`config.mk`:
```
export PLATFORM = sky130hd
export DESIGN_NAME = gbst_ram
export DESIGN_NICKNAME = d
export VERILOG_FILES = /design/src/rtl/gbst_ram.sv
export SDC_FILE = /design/constraint.sdc
export NUM_CORES = 1
export LEC_CHECK = 0
export BUFFER_PORTS_ARGS = -buffer_cell sky130_fd_sc_hd__buf_2
export CAP_MARGIN = 20
export CORE_UTILIZATION = 35
export CTS_CLUSTER_SIZE = 14
export DETAILED_ROUTE_END_ITERATION = 10
export PLACE_DENSITY = 0.58
export RECOVER_POWER = 100
export SLEW_MARGIN = 10
export SYNTH_ARGS = -nofsm -noshare
export SYNTH_HDL_FRONTEND = slang
export SYNTH_SLANG_ARGS = --single-unit
export TNS_END_PERCENT = 50
```
`constraint.sdc`:
```
create_clock -name clk -period 2.2 [get_ports clk]
set_input_delay 0.44 -clock clk [delete_from_list [all_inputs] [get_ports clk]]
set_output_delay 0.44 -clock clk [all_outputs]
set_load 0.02 [all_outputs]
```
`src/rtl/gbst_ram.sv`:
```
module gbst_ram #(
	parameter int WIDTH = 8,
	parameter int DEPTH = 16
) (
	input  logic                     clk,
	input  logic                     we,
	input  logic [$clog2(DEPTH)-1:0] waddr,
	input  logic [WIDTH-1:0]         wdata,
	input  logic [$clog2(DEPTH)-1:0] raddr,
	output logic [WIDTH-1:0]         rdata
);

	logic [WIDTH-1:0] mem [DEPTH];
	logic [WIDTH-1:0] rdata_q;

	always_ff @(posedge clk) begin
		if (we) begin
			mem[waddr] <= wdata;
		end
		rdata_q <= mem[raddr];
	end

	assign rdata = rdata_q;

endmodule

```
[After elaboration in Yosys (flattened, before gate mapping)]
Memory sizes are Yosys's and may differ from the RTL's. A register that Yosys moved wholly into a read port is not among the register bits.
Cells that the tools add are included.
Widths: inputs -> output; s select.
Operators by class
  muxes and demuxes: 2
Operators by type and width (count)
  $mux 1: 2
Storage, ports and cells
  bits in registers: 0
  RAM bits: 128
  bits of input ports: 18
  output and inout port bits: 8
  logic and storage cells: 3
  memories: 1
Memory list
  mem: depth 16, width 8, read ports 1, clocked after Yosys merged registers in 1, wr ports 1, line 13  | logic [WIDTH-1:0] mem [DEPTH];

[Logic depth before layout (Yosys ltp)]
  depth in word-level cells: 2
  mapped depth: 5

[Least setup slack after synthesis]
OpenSTA, ideal clock, no wires.
  path type: input-to-reg
  start point: in waddr[2]
  end point: mem mem[0][0] (enable)
  arrival time: 1.550 ns
  data required time: 1.817 ns
  slack: 0.267 ns
  stages: 2
  path buffers: 0
  cell sequence: or3b_2 -> nor3_1
RTL lines
  start: declaration: line 7  | input logic [$clog2(DEPTH)-1:0] waddr,
  end: declaration: line 13
Straight into the memory's write port.

==> metrics.txt <==
Hold Violations, Final=0; hold buffers post-CTS=0; Post-Synthesis Cell Area=around 0.005 mm2; initial DRC count=186; vias in the first global route=2556; GR Util met3=0.04336; Util after Layout=0.4360; post_cts resized=0; Die ar.=0.01520 mm2; worst rel slew slack=0.4858; number of port buffers=25; GPL Wtd Cong=around 0.71; Critical Path AT=2.05 ns; Levels on crit path=5; area delta synth->final=19.40%; first-pass GRT wire length=between 15 and 20 mm; cell family with most CP delay=multiplexers; Ant. Diodes=0; DRC=0; drt pass-1 iters=4; Worst-path clk slew=roughly 0.06 ns; clk root buf=clkbuf_16; fin area=0.006146 mm2; Placed Area=between 0.005 and 0.006 mm2; overall fraction of global-route tracks in use=0.1554; final net count=approximately 300; Crit Reg-Reg Startpoint=mem[9][4]; Max-cap violations=0; Hold Path Cell Cnt=1; WS Path Type=in2reg; crit path capture type=flop; initial antenna violation count=0; Worst Tran Pin Value=just under 0.8 ns; Seq/Total Area, Yosys=0.7778; minimum clock period=about 1.8 ns; antenna viol nets, final=0; CP max stage cell=mux4_1; DP HPWL=6.414 mm; worst vdd ir=roughly 460 uV; GR peak layer=met2; Max stage delay on crit path=approximately 0.6 ns; min-delay src=wdata[0]; LEAKAGE=~2.0 nW; H-tree levels=4; Seq cells post-synth=about 140; Vias=~2.4k; fin crit share=0.8018; total routed wirelength=about 10 mm; clk buf depth=2; origin of the worst setup path=raddr[0]; outcome=completed; met1 global-route usage=0.2076; syn nets=247; Slew Viols, Final=0; CP cell instances=clkbuf_1, clkbuf_2, mux4_1, a22oi_1, nand2_1; worst skew pair latency=between 0.4 and 0.5 ns; total CTS buffers=17; Overflow after GRT=0; Max FO, Critical Path=10; Die Ht=~120 um; WP buf/inv=2; Req. time, crit path=roughly 2.5 ns; hold crit path type=in2reg; yosys warns=0; WL/cell=21.88 um; setup bufs post-CTS=0; share of layout cells above drive strength 1=0.1791; setup TNS=0 ns; Synth Instances=~230; FF-to-FF path depth=3; skew final=roughly 0.0046 ns; Startpoint Class=primary input; RSZ-0062 raised after global routing=no; TritonCTS clock tree=done; die width=between 100 and 150 um; largest net degree at the start of global routing=33; Pwr per Cell Area=just over 1000 mW/mm2; Yosys cell types=19; Avg Inst Size Synth=about 22 um2; core area=approximately 0.014 mm2; # rows=43; final setup fails=0; # IOs=26; clock sink total=roughly 140; fmax=~570 MHz; M2 GR Usage=0.2346; Initial Util=0.3652; vias per std cell=between 5 and 6
## logic make-up (layout without fill, tap and decap cells)
| kind of cell | Yosys count | after routing | share of synthesized area |
|---|---|---|---|
| AO/OA/AOI/OAI | 16 | 16 | 0.02334 |
| buffers and inverters | 10 | 77 | 0.01677 |
| flip-flops | 136 | 136 | 0.7778 |
| multiplexers | 32 | 32 | 0.1502 |
| AND/OR/NAND/NOR | 35 | 35 | 0.03184 |
## cell usage in the layout, fill, tap and decap left out
cell | Yosys | routed
nand2_1 | 9 | 9
buf_12 | 0 | 2
nand3_1 | 1 | 1
or3b_2 | 1 | 1
mux4_1 | 14 | 14
clkbuf_2 | 0 | 1
and2_1 | 1 | 1
clkinv_2 | 0 | 1
clkinv_1 | 0 | 2
edfxtp_1 | 128 | 128
nand2b_1 | 2 | 2
nor2b_1 | 1 | 1
bufinv_16 | 0 | 6
clkbuf_16 | 0 | 17
a22oi_1 | 16 | 16
and2b_1 | 1 | 1
nand3b_1 | 2 | 2
nor2_1 | 13 | 13
clkbuf_1 | 0 | 41
buf_2 | 3 | 4
buf_4 | 1 | 2
clkinvlp_4 | 0 | 1
mux4_2 | 18 | 18
nor3_1 | 4 | 4
dfxtp_1 | 8 | 8
## worst reg2reg max path, stage by stage, from the launching register on
cell and delay, ns:
edfxtp_1 0.36, mux4_1 0.50, a22oi_1 0.30, nand2_1 0.12
## final cells by class
cell class	instances	area (um2)
clock buffers	21	440.4
clock inverters	10	200.2
fillers	1270	7950
multi-input cells	83	1057
flip-flops and latches	136	4004
well taps	180	225.2
repair buffers	46	219.0
## sequential cells by signal (all words and copies together) (netlist names)
| name | count |
|---|---|
| rdata | 8 |
| mem | 128 |
## layer usage
| layer | vias to the layer above | share of wire |
|---|---|---|
| met4 | 0 | 0.019 |
| li1 | 1083 | - |
| met1 | 1273 | 0.46 |
| met5 | - | 0 |
| met2 | 70 | 0.47 |
| met3 | 23 | 0.048 |
## where the power goes
part | total, mW | internal [mW] | switching (mW) | leakage [nW]
registers | 2.92 | 2.90 | 0.0192 | 1.22
logic | 0.280 | 0.106 | 0.174 | 0.462
clock network | 3.07 | 2.11 | 0.962 | 0.306
## cell usage after synthesis (all sizes together)
library cell | n | share of area
a22oi | 16 | 0.023
and2 | 1 | 0.0012
buf | 7 | 0.011
nand3b | 2 | 0.0029
clkdlybuf4s25 | 3 | 0.0058
or3b | 1 | 0.0017
nor2 | 13 | 0.0095
and2b | 1 | 0.0015
nand2b | 2 | 0.0024
nand2 | 9 | 0.0066
mux4 | 32 | 0.15
nor2b | 1 | 0.0012
dfxtp | 8 | 0.031
edfxtp | 128 | 0.75
nand3 | 1 | 0.00097
nor3 | 4 | 0.0039
## through the flow
| stage | power, mW | setup slack [ns] | cells | hold slack [ns] |
|---|---|---|---|---|
| 2_1_floorplan | 3.131 | 0.2671 | 229 | 0.5389 |
| 3_3_place_gp | 3.264 | 0.2506 | 445 | 0.6538 |
| 3_5_place_dp | 3.270 | 0.2271 | 445 | 0.6551 |
| 4_1_cts | 6.340 | 0.6687 | 476 | 0.3971 |
| 5_1_grt | 6.457 | 0.3172 | 476 | 0.6000 |
| 6_report | 6.268 | 0.4361 | 476 | 0.5653 |
## worst paths after layout
path / end / slack (ns)
hold / removal: mem[6][0] / 0.57
setup reg to reg: rdata[4] / 0.80
setup / recovery: rdata[4] / 0.44
hold reg to reg: rdata[6] / 0.67
Note: power is estimated with default switching activity, not from simulation.
